### config.mk
export PLATFORM = sky130hd
export DESIGN_NAME = remote_debug_packet_receiver
export DESIGN_NICKNAME = d
export VERILOG_FILES = /design/src/rtl/rdpr_pkg.sv /design/src/rtl/remote_debug_packet_receiver.sv /design/src/rtl/rdpr_step.sv
export SDC_FILE = /design/constraint.sdc
export NUM_CORES = 1
export LEC_CHECK = 0
export BUFFER_PORTS_ARGS = -buffer_cell sky130_fd_sc_hd__buf_4
export CAP_MARGIN = 25
export CORE_MARGIN = 2
export CORE_UTILIZATION = 38
export DETAILED_ROUTE_END_ITERATION = 8
export PLACE_DENSITY_LB_ADDON = 0.3
export RECOVER_POWER = 100
export SLEW_MARGIN = 10
export SYNTH_ARGS = -nofsm -noshare
export SYNTH_HDL_FRONTEND = slang
export SYNTH_HIERARCHICAL = 1
export SYNTH_SLANG_ARGS = --single-unit
export TNS_END_PERCENT = 1
### constraint.sdc
create_clock -name clk -period 3.2 [get_ports clk]
set_input_delay 0.16 -clock clk [delete_from_list [all_inputs] [get_ports clk]]
set_output_delay 0.16 -clock clk [all_outputs]
set_load 0.03 [all_outputs]
### src/rtl/rdpr_pkg.sv
package rdpr_pkg;

  localparam int BUFFER_BYTES = 256;
  localparam int LIMIT_CAP_INT = (BUFFER_BYTES - 4 < 252) ? BUFFER_BYTES - 4 : 252;
  localparam logic [7:0] LIMIT_CAP = 8'(LIMIT_CAP_INT);
  localparam logic [7:0] MAX_PAYLOAD_RESET = 8'd252;

  localparam logic [7:0] CH_DOLLAR = 8'h24;
  localparam logic [7:0] CH_HASH   = 8'h23;
  localparam logic [7:0] CH_QUERY  = 8'h3F;
  localparam logic [7:0] CH_ZERO   = 8'h30;
  localparam logic [7:0] CH_NINE   = 8'h39;
  localparam logic [7:0] CH_LA     = 8'h61;
  localparam logic [7:0] CH_LF     = 8'h66;
  localparam logic [7:0] CH_UA     = 8'h41;
  localparam logic [7:0] CH_UF     = 8'h46;

  localparam logic [2:0] EV_NONE     = 3'd0;
  localparam logic [2:0] EV_BYTE     = 3'd1;
  localparam logic [2:0] EV_GOOD     = 3'd2;
  localparam logic [2:0] EV_BAD      = 3'd3;
  localparam logic [2:0] EV_NOSTART  = 3'd4;
  localparam logic [2:0] EV_OVERFLOW = 3'd5;

  localparam logic [1:0] ACK_NONE = 2'd0;
  localparam logic [1:0] ACK_POS  = 2'd1;
  localparam logic [1:0] ACK_NEG  = 2'd2;

  typedef enum logic [4:0] {
    PH_HUNT    = 5'b00001,
    PH_PAYLOAD = 5'b00010,
    PH_DIG_HI  = 5'b00100,
    PH_DIG_LO  = 5'b01000,
    PH_DISCARD = 5'b10000
  } phase_t;

  typedef struct packed {
    phase_t     phase;
    logic [7:0] running_sum;
    logic [7:0] payload_count;
    logic [3:0] high_digit;
    logic       digit_fault;
    logic       first_was_query;
  } state_t;

  typedef struct packed {
    logic [2:0] event_res;
    logic [7:0] payload_byte;
    logic [7:0] packet_length;
    logic [1:0] reply_ack;
    logic       is_query;
  } result_t;

  typedef struct packed {
    logic       ok;
    logic [3:0] value;
  } hex_t;

  localparam state_t STATE_RESET = '{
    phase: PH_HUNT, running_sum: 8'd0, payload_count: 8'd0,
    high_digit: 4'd0, digit_fault: 1'b0, first_was_query: 1'b0
  };

  localparam state_t STATE_START = '{
    phase: PH_PAYLOAD, running_sum: 8'd0, payload_count: 8'd0,
    high_digit: 4'd0, digit_fault: 1'b0, first_was_query: 1'b0
  };

  function automatic hex_t hex_value(input logic [7:0] c);
    hex_t       h;
    logic [7:0] t;
    h = '0;
    t = 8'd0;
    if (c >= CH_ZERO && c <= CH_NINE) begin
      t = c - CH_ZERO;
      h.ok = 1'b1;
    end else if (c >= CH_LA && c <= CH_LF) begin
      t = c - CH_LA + 8'd10;
      h.ok = 1'b1;
    end else if (c >= CH_UA && c <= CH_UF) begin
      t = c - CH_UA + 8'd10;
      h.ok = 1'b1;
    end
    h.value = t[3:0];
    return h;
  endfunction

endpackage

### src/rtl/remote_debug_packet_receiver.sv
// Channel | Direction | Handshake          | Beat
// input   | in        | in_valid/in_stall  | rx_byte
// result  | out       | out_valid/out_stall| event_res, payload_byte, packet_length,
//         |           |                    | reply_ack, is_query
// config  | in        | cfg_valid/cfg_ready| cfg_data (max_payload)
//
// One beat per cycle sustained while out_stall is low; a beat passes the input register, then the result register.
// The frame state updates in the single step between input register and result register.
// Reset (synchronous, rst high) empties both registers, clears frame state, limit 252.
// A stall on the result side holds both stages; in_stall follows it combinationally.
module remote_debug_packet_receiver import rdpr_pkg::*; (
  input  logic       clk,
  input  logic       rst,
  input  logic       in_valid,
  output logic       in_stall,
  input  logic [7:0] rx_byte,
  output logic       out_valid,
  input  logic       out_stall,
  output logic [2:0] event_res,
  output logic [7:0] payload_byte,
  output logic [7:0] packet_length,
  output logic [1:0] reply_ack,
  output logic       is_query,
  input  logic       cfg_valid,
  output logic       cfg_ready,
  input  logic [7:0] cfg_data
);

  logic       in_reg_valid;
  logic [7:0] in_reg_byte;
  logic [7:0] max_payload;
  state_t     st;
  state_t     st_next;
  result_t    res_next;
  result_t    res;
  logic       advance;

  assign advance   = !out_valid || !out_stall;
  assign in_stall  = in_reg_valid && !advance;
  assign cfg_ready = 1'b1;

  rdpr_step u_step (
    .st          (st),
    .rx_byte     (in_reg_byte),
    .max_payload (max_payload),
    .st_next     (st_next),
    .res         (res_next)
  );

  always_ff @(posedge clk) begin
    if (rst) begin
      max_payload <= MAX_PAYLOAD_RESET;
    end else if (cfg_valid && cfg_ready) begin
      max_payload <= cfg_data;
    end
  end

  always_ff @(posedge clk) begin
    if (rst) begin
      in_reg_valid <= 1'b0;
    end else if (!in_stall) begin
      in_reg_valid <= in_valid;
    end
  end

  always_ff @(posedge clk) begin
    if (in_valid && !in_stall) begin
      in_reg_byte <= rx_byte;
    end
  end

  always_ff @(posedge clk) begin
    if (rst) begin
      st        <= STATE_RESET;
      out_valid <= 1'b0;
    end else if (advance) begin
      out_valid <= in_reg_valid;
      if (in_reg_valid) begin
        st <= st_next;
      end
    end
  end

  always_ff @(posedge clk) begin
    if (advance && in_reg_valid) begin
      res <= res_next;
    end
  end

  assign event_res     = res.event_res;
  assign payload_byte  = res.payload_byte;
  assign packet_length = res.packet_length;
  assign reply_ack     = res.reply_ack;
  assign is_query      = res.is_query;

endmodule

### src/rtl/rdpr_step.sv
module rdpr_step import rdpr_pkg::*; (
  input  state_t     st,
  input  logic [7:0] rx_byte,
  input  logic [7:0] max_payload,
  output state_t     st_next,
  output result_t    res
);

  logic [7:0] limit;
  hex_t       digit;
  logic       sum_match;

  assign limit     = (max_payload > LIMIT_CAP) ? LIMIT_CAP : max_payload;
  assign digit     = hex_value(rx_byte);
  assign sum_match = ({st.high_digit, digit.value} == st.running_sum);

  always_comb begin
    st_next = st;
    res     = '0;
    unique case (st.phase)
      PH_PAYLOAD: begin
        if (rx_byte == CH_HASH) begin
          st_next.phase = PH_DIG_HI;
        end else if (st.payload_count >= limit) begin
          res.event_res     = EV_OVERFLOW;
          res.packet_length = st.payload_count;
          st_next.phase     = PH_DISCARD;
        end else begin
          if (st.payload_count == 8'd0) begin
            st_next.first_was_query = (rx_byte == CH_QUERY);
          end
          st_next.running_sum   = st.running_sum + rx_byte;
          st_next.payload_count = st.payload_count + 8'd1;
          res.event_res         = EV_BYTE;
          res.payload_byte      = rx_byte;
        end
      end
      PH_DIG_HI: begin
        st_next.digit_fault = !digit.ok;
        st_next.high_digit  = digit.value;
        st_next.phase       = PH_DIG_LO;
      end
      PH_DIG_LO: begin
        res.packet_length = st.payload_count;
        if (digit.ok && !st.digit_fault && sum_match) begin
          res.event_res = EV_GOOD;
          res.reply_ack = ACK_POS;
          res.is_query  = (st.payload_count == 8'd1) && st.first_was_query;
        end else begin
          res.event_res = EV_BAD;
          res.reply_ack = ACK_NEG;
        end
        st_next.phase = PH_HUNT;
      end
      PH_DISCARD: begin
        if (rx_byte == CH_DOLLAR) begin
          st_next = STATE_START;
        end else if (rx_byte == CH_HASH) begin
          st_next.phase = PH_HUNT;
        end
      end
      default: begin
        if (rx_byte == CH_DOLLAR) begin
          st_next = STATE_START;
        end else begin
          st_next.phase = PH_HUNT;
          if (rx_byte == CH_HASH) begin
            res.event_res = EV_NOSTART;
            res.reply_ack = ACK_NEG;
          end
        end
      end
    endcase
  end

endmodule

==> flow_summary.rst <==
.. list-table::
   :header-rows: 1

   * - Metric
     - Value
   * - Sum of buffers and inverters on the critical path
     - 1
   * - Total power consumption of the routed design
     - 1.918 mW
   * - Count of yosys warnings during synthesis
     - 6
   * - Depth of the CTS H-tree
     - 3
   * - Placement row count
     - 38
   * - 1st-iter DRT viols
     - 152
   * - Met1 Resource Use GR
     - 20.44%
   * - Start-to-end type of the worst setup path
     - reg2reg
   * - Commonest non-fill, non-tap cells in the layout
     - 53 x nand2b_1, 37 x dfxtp_1, 30 x mux2i_1, 30 x edfxtp_1, 24 x clkbuf_1
   * - Crit end category
     - register
   * - Mean instance size in the synthesized netlist
     - 9.982 um^2
   * - Unique masters post-synth
     - 62
   * - Combined area of all synthesized cells
     - 4133 um^2
   * - Chip width
     - 108.3 um
   * - Synthesized netlist cell count
     - 414
   * - Starting utilization of the core area
     - 38.46%
   * - Number of failing hold endpoints at the final stage
     - 0
   * - Fraction of registers with async set or reset after synthesis
     - 0%
   * - Max IR drop VDD
     - 0.1886 mV
   * - Critical path data arrival time
     - 2840 ps
   * - IO buf count
     - 44
   * - Share of layout cells above drive strength 1
     - 12.04%
   * - Final net count
     - 505
   * - Timing-limited maximum frequency
     - 0.3652 GHz
   * - Detail Route Antenna Nets
     - 0
   * - Met2 track utilization from global routing
     - 28.53%
   * - Leading cell type in the layout, fill and taps excluded
     - nand2b_1
   * - Pin count of the biggest net entering global routing
     - 65
   * - Ant. Diodes
     - 0
   * - Synth Net Count
     - 459
   * - Antenna violations before repair
     - 0
   * - Core Footprint
     - 10750 um^2
   * - Cells along the critical path
     - inv_1 -> ha_1 -> o21bai_1 -> a21oi_1 -> mux2i_1 -> xor2_1 -> nand4_1 -> a21o_1
   * - Aggregate global-route resource usage
     - 16.63%
   * - PnR worst setup slack
     - 461.6 ps
   * - Crit path required time
     - 3300 ps
   * - Post-DP Area
     - 4517 um^2
   * - Via density
     - 5.268
   * - Unrepaired setup endpoints after global routing
     - false
   * - Vias in the first global route
     - 3155
   * - Wire length of the first global-routing pass
     - 15240 um
   * - Total leakage power
     - 1.873 nW
   * - Largest stage delay, worst path
     - 510 ps
   * - Final max-slew violation count
     - 0
   * - Final setup TNS
     - 0 ps
   * - CTS tree
     - built
   * - Total power per unit cell area
     - 407.4 nW/um^2
   * - Post-synthesis to final-layout area growth
     - 13.93%
   * - Primary FF master, synth
     - dfxtp_1
   * - Post-layout instance area
     - 4708 um^2
   * - M3 GR Usage
     - 3.677%
   * - Category of the worst setup path launch point
     - register
   * - Max stage delay cell, worst path
     - edfxtp_1
   * - Die Ht
     - 108.3 um
   * - Final period utilization
     - 85.57%
   * - Type of the most critical hold path
     - in2reg
   * - Portion of the post-synthesis area used by sequential elements
     - 39.72%
   * - I/O pin total
     - 46
   * - Final weighted congestion in routability-driven placement
     - 0.8105
   * - Setup slack, reg-to-reg
     - 460 ps
   * - Setup violation total in the final timing report
     - 0
   * - Normalized max-slew margin
     - 1.707%
   * - Smallest hold slack
     - 15.09 ps
   * - Via Count
     - 3187
   * - Largest driver fanout on the critical path
     - 7
   * - Drt wl/cell
     - 15.09 um
   * - Die area
     - 11730 um^2
   * - Number of non-filler instances in the completed layout
     - 605
   * - Routing layer with the top usage in global route
     - met2
   * - Worst skew pair latency
     - 350 ps
   * - Total Wirelength
     - 9130 um
   * - Post-route minimum period
     - 2738 ps
   * - Worst Tran Pin Value
     - 1474 ps
   * - Clock root buffer
     - clkbuf_8
   * - Cell type group with the largest total delay on the critical path
     - compound AO/OA/AOI/OAI gates
   * - Number of remaining DRC errors
     - 0
   * - Clock slew seen by the registers of the worst setup and hold paths
     - 80 ps
   * - Dpl ws
     - 627.2 ps
   * - Placed instance count
     - 581
   * - Number of buffers on the longest clock path
     - 2
   * - First-pass iteration count of the detailed router
     - 4
   * - Worst setup skew after layout
     - 9.397 ps
   * - Total grt overflow
     - 0
   * - CTS Buf Count
     - 9
   * - Number of enable flip-flop cells after synthesis
     - 30
   * - Number of max-cap violations
     - 0
   * - Clock Sink Count
     - 67
   * - DPL Wire Length
     - 6265 um
   * - Util after Layout
     - 43.82%
   * - Run status
     - finished clean
   * - Count of state elements after synthesis
     - 67
[kinds of logic (layout without fill, tap and decap cells)]
group                    count (synthesis)  count (layout)  share of synthesized area (%)
AND/OR/NAND/NOR                        157             157                          22.86
AO/OA/AOI/OAI                           82              82                          13.81
buffers and inverters                   38              89                          5.298
XOR/XNOR                                14              14                          2.967
flip-flops                              67              67                          39.72
adder cells (fa/ha/maj)                 24              24                          7.448
other                                    1               1                        0.09074
multiplexers                            31              31                          7.811
[final cells by class]
cell class	instances	area (um^2)
Multi-Input combinational cell	309	2258
Clock inverter	7	101.3
Clock buffer	9	123.9
Inverter	18	67.56
Tap cell	140	175.2
Timing Repair Buffer	55	340.3
Sequential cell	67	1642
Fill cell	1084	6037
[final timing paths]
check                           cells after the start             end      startpoint
worst max-delay path                                8    event_res[0]  in_reg_byte[1]
worst min-delay path                                2  max_payload[2]     cfg_data[2]
worst max register to register                      8    event_res[0]  in_reg_byte[1]
worst min register to register                      2       out_valid    in_reg_valid
[registers in the layout, summed over array words and instances, names as in the netlist]
name	count
in_reg_byte	8
payload_byte	8
out_valid	1
packet_length	8
reply_ack	2
event_res	3
in_reg_valid	1
max_payload	8
is_query	1
st	27
[per-layer routing]
metal  vias to the layer above  part of all wire, %
li1                       1574                    -
met1                      1532                   45
met2                        65                   50
met3                        16                  3.5
met4                         0                  2.2
met5                         -                    0
[what timing repair did]
action	4_1_cts	5_1_grt
hold endpoints to repair	8	0
hold buffers	8	0
setup buffers	0	0
resized for setup	0	0
[cells in the mapped netlist (all sizes together), types with 8 or more instances]
cell,number,share of area [%]
edfxtp,30,22
clkbuf,8,0.97
a21oi,15,1.9
nand2b,53,8.0
mux2i,31,7.8
dfxtp,37,18
nand2,16,1.5
nand3,11,1.3
nor2,20,1.9
o21ai,20,2.5
inv,18,1.6
xnor2,10,2.1
and3,12,1.8
buf,12,2.7
and2,12,1.9
nor3,13,2.2
ha,23,7.0
a22o,9,1.9
[power breakdown]
group | internal [mW] | switching (mW)
Combinational | 0.0759 | 0.0987
Sequential | 0.919 | 0.0209
Clock | 0.444 | 0.360
Total | 1.44 | 0.480
(Power assumes the default switching activity.)
